===== src/rtl/b2b_pkg.sv =====
// Shared types, constants and tables for the personalized BLAKE2b hash block.
`default_nettype none
package b2b_pkg;

    localparam int ROUNDS = 12;

    localparam logic [63:0] IV [0:7] = '{
        64'h6a09e667f3bcc908, 64'hbb67ae8584caa73b, 64'h3c6ef372fe94f82b,
        64'ha54ff53a5f1d36f1, 64'h510e527fade682d1, 64'h9b05688c2b3e6c1f,
        64'h1f83d9abfb41bd6b, 64'h5be0cd19137e2179
    };

    // message schedule, one row per round
    localparam logic [3:0] SIGMA [0:11][0:15] = '{
        '{4'd0, 4'd1, 4'd2, 4'd3, 4'd4, 4'd5, 4'd6, 4'd7,
          4'd8, 4'd9, 4'd10, 4'd11, 4'd12, 4'd13, 4'd14, 4'd15},
        '{4'd14, 4'd10, 4'd4, 4'd8, 4'd9, 4'd15, 4'd13, 4'd6,
          4'd1, 4'd12, 4'd0, 4'd2, 4'd11, 4'd7, 4'd5, 4'd3},
        '{4'd11, 4'd8, 4'd12, 4'd0, 4'd5, 4'd2, 4'd15, 4'd13,
          4'd10, 4'd14, 4'd3, 4'd6, 4'd7, 4'd1, 4'd9, 4'd4},
        '{4'd7, 4'd9, 4'd3, 4'd1, 4'd13, 4'd12, 4'd11, 4'd14,
          4'd2, 4'd6, 4'd5, 4'd10, 4'd4, 4'd0, 4'd15, 4'd8},
        '{4'd9, 4'd0, 4'd5, 4'd7, 4'd2, 4'd4, 4'd10, 4'd15,
          4'd14, 4'd1, 4'd11, 4'd12, 4'd6, 4'd8, 4'd3, 4'd13},
        '{4'd2, 4'd12, 4'd6, 4'd10, 4'd0, 4'd11, 4'd8, 4'd3,
          4'd4, 4'd13, 4'd7, 4'd5, 4'd15, 4'd14, 4'd1, 4'd9},
        '{4'd12, 4'd5, 4'd1, 4'd15, 4'd14, 4'd13, 4'd4, 4'd10,
          4'd0, 4'd7, 4'd6, 4'd3, 4'd9, 4'd2, 4'd8, 4'd11},
        '{4'd13, 4'd11, 4'd7, 4'd14, 4'd12, 4'd1, 4'd3, 4'd9,
          4'd5, 4'd0, 4'd15, 4'd4, 4'd8, 4'd6, 4'd2, 4'd10},
        '{4'd6, 4'd15, 4'd14, 4'd9, 4'd11, 4'd3, 4'd0, 4'd8,
          4'd12, 4'd2, 4'd13, 4'd7, 4'd1, 4'd4, 4'd10, 4'd5},
        '{4'd10, 4'd2, 4'd8, 4'd4, 4'd7, 4'd6, 4'd1, 4'd5,
          4'd15, 4'd11, 4'd9, 4'd14, 4'd3, 4'd12, 4'd13, 4'd0},
        '{4'd0, 4'd1, 4'd2, 4'd3, 4'd4, 4'd5, 4'd6, 4'd7,
          4'd8, 4'd9, 4'd10, 4'd11, 4'd12, 4'd13, 4'd14, 4'd15},
        '{4'd14, 4'd10, 4'd4, 4'd8, 4'd9, 4'd15, 4'd13, 4'd6,
          4'd1, 4'd12, 4'd0, 4'd2, 4'd11, 4'd7, 4'd5, 4'd3}
    };

    localparam logic [1:0] CFG_DIGEST_LEN = 2'd0;
    localparam logic [1:0] CFG_PERS_LOW   = 2'd1;
    localparam logic [1:0] CFG_PERS_HIGH  = 2'd2;

    // controller -> datapath
    typedef struct packed {
        logic       latch;
        logic       append;
        logic       cnt_add;
        logic       v_init;
        logic       g_step;
        logic       h_upd;
        logic       last;
        logic       rd_en;
        logic [3:0] rd_addr0;
        logic [3:0] rd_addr1;
        logic [1:0] ph;
        logic [2:0] g;
        logic [2:0] out_idx;
    } t_cmd;

    // datapath -> controller
    typedef struct packed {
        logic full;
        logic cnt_nz;
        logic accb_nz;
        logic fin;
        logic out_last;
    } t_status;

endpackage
`default_nettype wire


===== src/rtl/b2b_ctrl.sv =====
// Sequencer: item handling, compression schedule and digest readout.
`default_nettype none
module b2b_ctrl import b2b_pkg::*; (
    input  wire logic    i_clk,
    input  wire logic    i_rst_n,
    input  wire logic    i_in_valid,
    output logic         o_in_ready,
    output logic         o_out_valid,
    input  wire logic    i_out_ready,
    input  wire t_status i_status,
    output t_cmd         o_cmd
);

    localparam logic [3:0] S_IDLE = 4'd0;
    localparam logic [3:0] S_CHK  = 4'd1;
    localparam logic [3:0] S_APP  = 4'd2;
    localparam logic [3:0] S_POST = 4'd3;
    localparam logic [3:0] S_CNT  = 4'd4;
    localparam logic [3:0] S_INIT = 4'd5;
    localparam logic [3:0] S_MIX  = 4'd6;
    localparam logic [3:0] S_HUPD = 4'd7;
    localparam logic [3:0] S_OUT  = 4'd8;

    logic [3:0] r_state, n_state;
    logic       r_last, n_last;
    logic       r_ret_app, n_ret_app;
    logic [3:0] r_round, n_round;
    logic [2:0] r_g, n_g;
    logic [1:0] r_ph, n_ph;
    logic [2:0] r_oidx, n_oidx;

    logic       mix_done;
    logic [3:0] nx_round;
    logic [2:0] nx_g;

    assign mix_done = (r_g == 3'd7) && (r_round == 4'(ROUNDS - 1));
    assign nx_g     = r_g + 3'd1;
    assign nx_round = (r_g == 3'd7) ? r_round + 4'd1 : r_round;

    always_comb begin
        n_state   = r_state;
        n_last    = r_last;
        n_ret_app = r_ret_app;
        n_round   = r_round;
        n_g       = r_g;
        n_ph      = r_ph;
        n_oidx    = r_oidx;
        o_cmd     = '0;
        o_cmd.last    = r_last;
        o_cmd.ph      = r_ph;
        o_cmd.g       = r_g;
        o_cmd.out_idx = r_oidx;
        o_in_ready    = 1'b0;
        o_out_valid   = 1'b0;
        unique case (r_state)
            S_IDLE: begin
                o_in_ready = 1'b1;
                if (i_in_valid) begin
                    o_cmd.latch = 1'b1;
                    n_state     = S_CHK;
                end
            end
            S_CHK: begin
                if (i_status.full && i_status.cnt_nz) begin
                    n_last    = 1'b0;
                    n_ret_app = 1'b1;
                    n_state   = S_CNT;
                end else begin
                    n_state = S_APP;
                end
            end
            S_APP: begin
                o_cmd.append = 1'b1;
                n_state      = S_POST;
            end
            S_POST: begin
                if (i_status.full && i_status.accb_nz) begin
                    n_last    = 1'b0;
                    n_ret_app = 1'b0;
                    n_state   = S_CNT;
                end else if (i_status.fin) begin
                    n_last  = 1'b1;
                    n_state = S_CNT;
                end else begin
                    n_state = S_IDLE;
                end
            end
            S_CNT: begin
                o_cmd.cnt_add = 1'b1;
                n_state       = S_INIT;
            end
            S_INIT: begin
                o_cmd.v_init   = 1'b1;
                o_cmd.rd_en    = 1'b1;
                o_cmd.rd_addr0 = SIGMA[0][0];
                o_cmd.rd_addr1 = SIGMA[0][1];
                n_round        = 4'd0;
                n_g            = 3'd0;
                n_ph           = 2'd0;
                n_state        = S_MIX;
            end
            S_MIX: begin
                o_cmd.g_step = 1'b1;
                n_ph         = r_ph + 2'd1;
                if (r_ph == 2'd3) begin
                    if (mix_done) begin
                        n_state = S_HUPD;
                    end else begin
                        o_cmd.rd_en    = 1'b1;
                        o_cmd.rd_addr0 = SIGMA[nx_round][{nx_g, 1'b0}];
                        o_cmd.rd_addr1 = SIGMA[nx_round][{nx_g, 1'b1}];
                        n_round        = nx_round;
                        n_g            = nx_g;
                    end
                end
            end
            S_HUPD: begin
                o_cmd.h_upd = 1'b1;
                n_oidx      = 3'd0;
                if (r_last) begin
                    n_state = S_OUT;
                end else if (r_ret_app) begin
                    n_state = S_APP;
                end else begin
                    n_state = S_POST;
                end
            end
            S_OUT: begin
                o_out_valid = 1'b1;
                if (i_out_ready) begin
                    if (i_status.out_last) begin
                        n_state = S_IDLE;
                    end else begin
                        n_oidx = r_oidx + 3'd1;
                    end
                end
            end
            default: begin
                n_state = S_IDLE;
            end
        endcase
    end

    always_ff @(posedge i_clk) begin
        if (!i_rst_n) begin
            r_state   <= S_IDLE;
            r_last    <= 1'b0;
            r_ret_app <= 1'b0;
            r_round   <= '0;
            r_g       <= '0;
            r_ph      <= '0;
            r_oidx    <= '0;
        end else begin
            r_state   <= n_state;
            r_last    <= n_last;
            r_ret_app <= n_ret_app;
            r_round   <= n_round;
            r_g       <= n_g;
            r_ph      <= n_ph;
            r_oidx    <= n_oidx;
        end
    end

endmodule
`default_nettype wire


===== config.mk =====
export PLATFORM = sky130hd
export DESIGN_NAME = b2b_ctrl
export DESIGN_NICKNAME = d
export VERILOG_FILES = /design/src/rtl/b2b_pkg.sv /design/src/rtl/b2b_ctrl.sv
export SDC_FILE = /design/constraint.sdc
export NUM_CORES = 1
export LEC_CHECK = 0
export BUFFER_PORTS_ARGS = -buffer_cell sky130_fd_sc_hd__buf_2
export CAP_MARGIN = 15
export CORE_AREA = 2 2 81 60
export DETAILED_ROUTE_END_ITERATION = 10
export DIE_AREA = 0 0 83 62
export PLACE_DENSITY = 0.85
export RECOVER_POWER = 100
export SYNTH_ARGS = -nofsm -noshare
export SYNTH_HDL_FRONTEND = slang
export SYNTH_SLANG_ARGS = --single-unit
export TNS_END_PERCENT = 5

===== constraint.sdc =====
create_clock -name i_clk -period 7.3 [get_ports i_clk]
set_input_delay 1.46 -clock i_clk [delete_from_list [all_inputs] [get_ports i_clk]]
set_output_delay 1.46 -clock i_clk [all_outputs]
set_load 0.03 [all_outputs]

==> impl_metrics.json, run 1 <==
{
  "critPathKind": "flop to output pin",
  "cts_tree": "yes",
  "area_growth_pct": 3.18,
  "outcome": "finished clean",
  "syn_nets": 409,
  "worstPathArrival_ps": 4660,
  "port_buffers": 34,
  "setup_violations": 0,
  "dieArea_mm2": 0.00515,
  "antenna_found_initial": 0,
  "chipWidth_um": 83,
  "max_slew_margin_pct": 28.5,
  "synthTopCellsByCount": "40 x a21oi_1, 38 x nor2_1, 29 x o21ai_0",
  "first_pass_iters": 10,
  "clkLatencyLatePin_ps": 260,
  "cap_violations": 0,
  "synth_edf_count": 0,
  "hp-class": "flop to flop",
  "synth-seq-cells": 18,
  "grt_overflow": 0,
  "async_flop_share_pct": 0,
  "grt_start_max_net_pins": 34,
  "synth.avg_cell_area_um2": 7.04,
  "gp_routability_congestion": 1.13,
  "via_per_inst": 7.34,
  "multi_input_area_mm2": 0.00208,
  "hpwlAfterDp_um": 6710,
  "clockBufferDepth": 2,
  "ir_drop_mv": 0.101,
  "syn_area_mm2": 0.00272,
  "crit_fanout": 33,
  "drive_above_1_share_pct": 10.1,
  "core.rowCount": 21,
  "final.setup.worst_slack_ps": 1180,
  "power_leakage_uw": 0.00115,
  "fmax_ghz": 0.163,
  "grt_setup_unrepaired": "false",
  "ys.flop_type": "dfxtp_1",
  "vias": 3316,
  "io_pins": 35,
  "wl_per_cell_um": 20.9,
  "setup-tns-final_ps": 0,
  "yosys.area.top_type": "dfxtp_1",
  "power.density_mw_per_mm2": 78.3,
  "yosysSeqAreaShare_pct": 13.3,
  "synth_area_leaders": "dfxtp_1 13%, a21oi_1 7.4%, ha_1 6.4%, o21ai_0 5.3%, nor2_1 5.2%",
  "yosysUniqueCellTypes": 78,
  "preCtsSetupSlack_ps": 1970,
  "cts_max_level": 1,
  "drc": 0,
  "regArea_um2": 360,
  "worstMarginPinSlew_ps": 1070,
  "fillers": 434,
  "period_minus_slack_ps": 6120,
  "fin_crit_sh_pct": 83.9,
  "postRouteAntennaNets": 0,
  "clock-root-buffer": "clkbuf_8",
  "ctsResizeCount": 0,
  "hold_buffers": 0,
  "core_area_mm2": 0.00449,
  "finalPower_uw": 220,
  "yosysTopAreaCellShare_pct": 13.3,
  "finalHoldViolations": 0,
  "diodes": 0,
  "start_util_pct": 60.5,
  "drv_slew": 0,
  "finClkSkew_ps": 5.07,
  "globalRouteTotalUtil_pct": 36.3,
  "grt_pass1_vias": 2802,
  "routed_wl_um": 9430,
  "die_y_um": 62,
  "cp-end-kind": "output pin",
  "synth.most_common_cell": "a21oi_1",
  "clock_sinks": 18,
  "synthCells": 386,
  "critPathLaunchType": "flop",
  "yosysWarnings": 0,
  "dr.first_iter.drc_count": 747,
  "cp.required_ps": 5840,
  "cts_buffers": 3,
  "cts_setup_buffers": 0,
  "clk_pin_slew_ps": 70,
  "grt_pass1_wl_um": 14900,
  "num-nets-final": 419
}
==> final cells by class <==
cell class / instances / area share (%)
multi-input combinational: 320 / 74.3
timing repair buffer: 40 / 6.65
inverter: 13 / 1.74
tap: 57 / 2.54
clock buffer: 4 / 1.96
sequential: 18 / 12.8
==> metrics by stage <==
step / util (%) / cells / instance area (um2) / hold WS [ps]
after global placement: 62.5 / 448 / 2810 / 468
after global routing: 62.4 / 452 / 2810 / 501
final: 62.4 / 452 / 2810 / 483
after CTS: 63.7 / 452 / 2860 / 487
after detailed placement: 62.5 / 448 / 2810 / 476
after floorplan: - / 386 / 2720 / 427
==> final timing paths <==
kind,cells after the start,slack [ps],startpoint,end
worst min-delay path,2,480,r_ret_app,r_ret_app
worst max register to register,8,4250,r_g[0],r_round[0]
worst min register to register,2,480,r_ret_app,r_ret_app
worst max-delay path,14,1180,r_g[0],o_cmd[15]
==> registers in the layout, summed over array words and instances (netlist names) <==
register,cells
r_round,4
r_state,4
r_g,3
r_oidx,3
r_ph,2
r_last,1
r_ret_app,1
==> power breakdown <==
part / internal (uW) / switching, uW / total [uW]
Combinational: 10.0 / 18.9 / 29.0
Sequential: 101 / 6.66 / 107
Clock: 48.0 / 35.2 / 83.2
Total: 159 / 60.8 / 220
==> worst max-delay path, cell delays in order (launching register included) <==
cell	delay (ps)
dfxtp_1	310
buf_4	340
ha_1	240
ha_1	150
buf_4	230
xor2_1	600
clkinv_1	510
ha_1	410
mux2_2	280
o21ai_0	170
a2111oi_1	150
nor3b_1	280
a211oi_1	80
nor4_1	320
clkbuf_1	340
==> layout by cell type (no fill, tap or decap), types with 3 or more instances in the layout <==
cell type  instances
nand4_1            6
clkbuf_1          23
o21ai_0           31
buf_4              6
mux2i_1            8
buf_2             11
inv_1             11
dfxtp_1           18
nor2_1            40
a31oi_1            9
and2_1             4
nand4b_1           3
nand3b_1           3
nor2b_1            4
nor3b_1            3
ha_1              14
a211o_1            4
nor3_1            15
a21oi_1           40
a22oi_1            3
nand3_1           11
a311oi_1           5
clkbuf_8           4
and3_1             3
o311ai_1           3
nor4_1             5
or3_1              4
nand2b_1           4
o211ai_1           4
nand2_1           28
a211oi_1          12
==> cell families (layout without fill, tap and decap cells) <==
family          Yosys count  count (layout)  share of synthesized area, %
xor+xnor                  6               6                          3.18
compound gates          143             143                          34.8
simple gates            146             146                          29.0
fa+ha+maj                14              14                          6.44
mux                      11              11                          4.19
flops                    18              18                          13.3
buf+inv                  48              57                          9.07
==> layer usage <==
metal,GRT usage (%),wire [um]
met3,14.4,1450
met2,49.9,3480
met1,51.1,3970
met4,13.6,528
met5,0,0
Note: power is estimated with default switching activity, not from simulation.
==> run 2, diff against run 1 <==
--- a/config.mk
+++ b/config.mk
@@ -7,10 +7,10 @@
 export LEC_CHECK = 0
 export BUFFER_PORTS_ARGS = -buffer_cell sky130_fd_sc_hd__buf_2
 export CAP_MARGIN = 15
-export CORE_AREA = 2 2 81 60
+export CORE_AREA = 2 2 84 62
 export DETAILED_ROUTE_END_ITERATION = 10
-export DIE_AREA = 0 0 83 62
-export PLACE_DENSITY = 0.85
+export DIE_AREA = 0 0 86 64
+export PLACE_DENSITY = 0.8
 export RECOVER_POWER = 100
 export SYNTH_ARGS = -nofsm -noshare
 export SYNTH_HDL_FRONTEND = slang
==> constraint.sdc (replaced) <==
create_clock -name i_clk -period 5.9 [get_ports i_clk]
set_input_delay 1.18 -clock i_clk [delete_from_list [all_inputs] [get_ports i_clk]]
set_output_delay 1.18 -clock i_clk [all_outputs]
set_load 0.03 [all_outputs]
==> impl_metrics.json, run 2 (synthesized netlist as in run 1, its figures left out) <==
{
  "reg2reg_from": "r_state[1]",
  "regArea_um2": 360,
  "cap_violations": 0,
  "globalRouteTotalUtil_pct": 35.1,
  "clock_sinks": 18,
  "finClkSkew_ps": 3.17,
  "area_growth_pct": 2.95,
  "core.rowCount": 21,
  "largestRegisters": "r_round: 4 flops, r_state: 4 flops",
  "via_per_inst": 7.28,
  "drv_slew": 0,
  "critPathKind": "flop to output pin",
  "drive_above_1_share_pct": 9.92,
  "clockBufferDepth": 2,
  "worstHoldEndpoint": "r_ret_app",
  "cts_setup_buffers": 0,
  "setup-tns-final_ps": 0,
  "mostFrequentLayoutCells": "40 x nor2_1, 40 x a21oi_1, 32 x o21ai_0",
  "power_switching_uw": 72.3,
  "worstPathArrival_ps": 4320,
  "antenna_found_initial": 0,
  "cts_tree": "yes",
  "pwr-share-seq_pct": 52.1,
  "power_leakage_uw": 0.00114,
  "io_pins": 35,
  "critPathLaunchType": "flop",
  "routed_wl_um": 9650,
  "ir_drop_mv": 0.0969,
  "r2r-end": "r_round[1]",
  "p_clk_share_pct": 33.7,
  "finalHoldViolations": 0,
  "fillers": 439,
  "grt_pass1_vias": 2904,
  "outcome": "finished clean",
  "holdPathStages": 2,
  "core_area_mm2": 0.00465,
  "cts_buffers": 3,
  "first_pass_iters": 8,
  "clock-root-buffer": "clkbuf_8",
  "vias": 3275,
  "dieArea_mm2": 0.00550,
  "clkLatencyLatePin_ps": 250,
  "hp-class": "flop to flop",
  "hold_buffers": 0,
  "p_int_uw": 182,
  "utilization_pct": 60.2,
  "worstMarginPinSlew_ps": 1440,
  "rrSetupSlack_ps": 3090,
  "wl_per_cell_um": 21.4,
  "fmax_ghz": 0.182,
  "multi_input_area_mm2": 0.00210,
  "cp.required_ps": 4720,
  "period_minus_slack_ps": 5500,
  "num-nets-final": 418,
  "setup_violations": 0,
  "fin_crit_sh_pct": 93.2,
  "clk_pin_slew_ps": 70,
  "postRouteAntennaNets": 0,
  "finalPower_uw": 255,
  "cts_max_level": 1,
  "dr.first_iter.drc_count": 607,
  "pwr-share-comb_pct": 14.2,
  "grt_pass1_wl_um": 15400,
  "start_util_pct": 58.5,
  "die_y_um": 64,
  "grt_overflow": 0,
  "hpwlAfterDp_um": 6800,
  "max_slew_margin_pct": 3.81,
  "power.density_mw_per_mm2": 91.0,
  "crit_fanout": 15,
  "reg2reg_depth": 8,
  "drc": 0,
  "min_from": "r_ret_app",
  "grt_setup_unrepaired": "false",
  "gp_routability_congestion": 1.07,
  "whs_ps": 489,
  "port_buffers": 34,
  "diodes": 0,
  "swShare_pct": 28.4,
  "chipWidth_um": 86,
  "cp-end-kind": "output pin",
  "grt_start_max_net_pins": 33,
  "ctsResizeCount": 0
}
run 2: changes by cell type in the layout (fill, tap and decap cells not counted), sizes merged:
cell | previous run | this run
clkbuf | 27 | 25
run 2: per-layer routing:
layer	GRT usage, %	part of all wire, %	routed length (um)	vias to the layer above
met4	11.9	3.4	327	0
li1	-	-	-	1462
met5	0	0	0	-
met1	51.2	43	4120	1468
met2	46.4	39	3720	298
met3	12.8	15	1480	47
run 2: worst max-delay path, stage by stage (launching register included):
cell and delay, ps:
dfxtp_1 710, ha_1 360, mux2_1 510, clkinv_1 320, ha_1 370, mux2_2 200
o21ai_0 80, a2111oi_1 780, a211o_1 180, o311ai_1 100, a41o_1 290, buf_2 170
run 2: final cells by class:
| class | instances | area share, % |
|---|---|---|
| flip-flops and latches | 18 | 12.9 |
| clock buffers | 3 | 1.48 |
| inverters | 13 | 1.74 |
| well taps | 57 | 2.55 |
| repair buffers | 39 | 6.35 |
| multi-input cells | 320 | 75.0 |
run 2: power groups by stage:
stage                     Clock [uW]  Sequential, uW  Combinational, uW
after global routing            92.9             134               39.8
after CTS                       86.7             132               37.7
after floorplan                    0             130               31.6
after detailed placement           0             135               37.6
final                           85.8             133               36.2
after global placement             0             135               36.6
run 2: worst max-delay path by stage:
| stage | start | endpoint | slack, ps | depth (start not counted) |
|---|---|---|---|---|
| 6_report | r_round[0] | o_cmd[8] | 400 | 11 |
| 5_1_grt | r_g[1] | o_cmd[15] | 230 | 13 |
| 4_1_cts | r_round[0] | o_cmd[8] | 700 | 11 |
| 3_5_place_dp | r_round[0] | o_cmd[8] | 1000 | 11 |
| 3_3_place_gp | r_g[1] | o_cmd[8] | 1080 | 13 |
| 2_1_floorplan | r_g[0] | o_cmd[15] | 920 | 13 |
run 2: metrics by stage:
| step | instances | worst slack (ps) | instance area (um2) |
|---|---|---|---|
| floorplan | 386 | 918 | 2720 |
| global placement | 447 | 1080 | 2800 |
| detailed placement | 447 | 996 | 2800 |
| CTS | 450 | 698 | 2840 |
| global route | 450 | 228 | 2800 |
| finish | 450 | 398 | 2800 |
==> run 3, diff against run 2 <==
--- a/config.mk
+++ b/config.mk
@@ -7,10 +7,12 @@
 export LEC_CHECK = 0
 export BUFFER_PORTS_ARGS = -buffer_cell sky130_fd_sc_hd__buf_2
 export CAP_MARGIN = 15
-export CORE_AREA = 2 2 84 62
+export CELL_PAD_IN_SITES_DETAIL_PLACEMENT = 0
+export CELL_PAD_IN_SITES_GLOBAL_PLACEMENT = 1
+export CORE_AREA = 2 2 99 72
 export DETAILED_ROUTE_END_ITERATION = 10
-export DIE_AREA = 0 0 86 64
-export PLACE_DENSITY = 0.8
+export DIE_AREA = 0 0 101 74
+export PLACE_DENSITY_LB_ADDON = 0.1
 export RECOVER_POWER = 100
 export SYNTH_ARGS = -nofsm -noshare
 export SYNTH_HDL_FRONTEND = slang
==> impl_metrics.json, run 3 (synthesized netlist as in run 1, its figures left out) <==
{
  "outcome": "finished clean",
  "hold_buffers": 0,
  "ctsResizeCount": 0,
  "drive_above_1_share_pct": 11.3,
  "die_y_um": 74,
  "io_pins": 35,
  "fillers": 700,
  "wl_per_cell_um": 20.5,
  "cp-end-kind": "output pin",
  "grt_use_met2_pct": 35.9,
  "grt_setup_unrepaired": "false",
  "critPathKind": "flop to output pin",
  "start_util_pct": 41.4,
  "cp.required_ps": 4720,
  "hp-class": "flop to flop",
  "first_pass_iters": 5,
  "via_per_inst": 6.84,
  "power_switching_uw": 76.7,
  "max_slew_margin_pct": 5.14,
  "dieArea_mm2": 0.00747,
  "num-nets-final": 421,
  "grt_use_met3_pct": 6.86,
  "clockBufferDepth": 2,
  "core.rowCount": 25,
  "diodes": 0,
  "globalRouteTotalUtil_pct": 26.9,
  "largestRegisters": "r_round: 4 flops, r_state: 4 flops",
  "setup_violations": 0,
  "grt_pass1_wl_um": 15900,
  "finalPower_uw": 273,
  "grt_pass1_vias": 2964,
  "ir_drop_mv": 0.0756,
  "port_buffers": 34,
  "antenna_found_initial": 0,
  "dr.first_iter.drc_count": 515,
  "worstPathArrival_ps": 4120,
  "vias": 3270,
  "finalHoldViolations": 0,
  "pwr-share-seq_pct": 48.8,
  "core_area_mm2": 0.00657,
  "fmax_ghz": 0.189,
  "drv_slew": 0,
  "cts_max_level": 1,
  "gr-max-usage-layer": "met1",
  "mostFrequentLayoutCells": "40 x nor2_1, 40 x a21oi_1, 31 x o21ai_0",
  "swShare_pct": 28.1,
  "cts_tree": "yes",
  "hpwlAfterDp_um": 7010,
  "cap_violations": 0,
  "worstMarginPinSlew_ps": 1420,
  "setup-tns-final_ps": 0,
  "critPathLaunchType": "flop",
  "routed_wl_um": 9810,
  "power.density_mw_per_mm2": 95.3,
  "power_leakage_uw": 0.00117,
  "postRouteAntennaNets": 0,
  "pwr-share-comb_pct": 13.2,
  "drc": 0,
  "chipWidth_um": 101,
  "period_minus_slack_ps": 5300,
  "gp_routability_congestion": 0.956,
  "fin_crit_sh_pct": 89.9,
  "clock-root-buffer": "clkbuf_8",
  "clkLatencyLatePin_ps": 260,
  "cts_buffers": 3,
  "clk_pin_slew_ps": 70,
  "finClkSkew_ps": 1.54,
  "use_met1_pct": 41.9,
  "area_growth_pct": 5.38,
  "p_int_uw": 196,
  "clock_sinks": 18,
  "grt_start_max_net_pins": 33,
  "p_clk_share_pct": 38.0,
  "crit_fanout": 15,
  "grt_overflow": 0,
  "cts_setup_buffers": 0
}
==> run 3: changes by cell type in the layout (fill, tap and decap cells not counted), sizes merged <==
cell	before	now
buf	17	21
==> run 3: routing by layer <==
metal / up-vias / wire, um
li1: 1467 / -
met2: 252 / 3680
met4: 0 / 173
met5: - / 0
met3: 22 / 1240
met1: 1529 / 4720
==> run 3: power by group through the flow <==
stage | clock [uW] | combinational, uW | sequential (uW)
final | 104 | 36.2 | 133
after global routing | 113 | 40.6 | 134
after CTS | 106 | 37.7 | 133
after detailed placement | 0 | 37.5 | 136
after global placement | 0 | 37.4 | 136
after floorplan | 0 | 31.6 | 130
==> run 3: layout make-up <==
type	instances	area [um2]	share of cell area, %
clock buffers	4	55.1	1.92
inverters	13	48.8	1.70
multi-input cells	320	2100	73.2
flip-flops and latches	18	360	12.6
well taps	81	101	3.54
repair buffers	42	201	7.03
==> run 3: worst paths after layout <==
kind / startpoint / endpoint / slack (ps) / depth (start not counted)
hold reg to reg: r_ret_app / r_ret_app / 460 / 2
setup / recovery: r_g[1] / o_cmd[15] / 600 / 13
hold / removal: r_ret_app / r_ret_app / 460 / 2
setup reg to reg: r_state[1] / r_round[1] / 3050 / 8
==> run 3: stage by stage <==
stage	instances	utilization [%]	hold WS (ps)	setup WS [ps]	cell area, um2
CTS	478	44.3	461	761	2910
global route	478	43.6	490	292	2870
detailed placement	474	43.4	450	1080	2850
global placement	474	43.4	443	1250	2850
floorplan	386	-	427	918	2720
finish	478	43.6	459	598	2870
==> run 3: worst max-delay path: stages (launching register included) <==
cell and delay [ps]:
dfxtp_1 330, ha_1 210, ha_1 190, buf_4 210, mux2_2 460, clkinv_1 390
ha_1 430, mux2_2 290, o21ai_0 130, a2111oi_0 160, nor3b_1 320, nor3_1 110
nor4_1 300, clkbuf_1 340
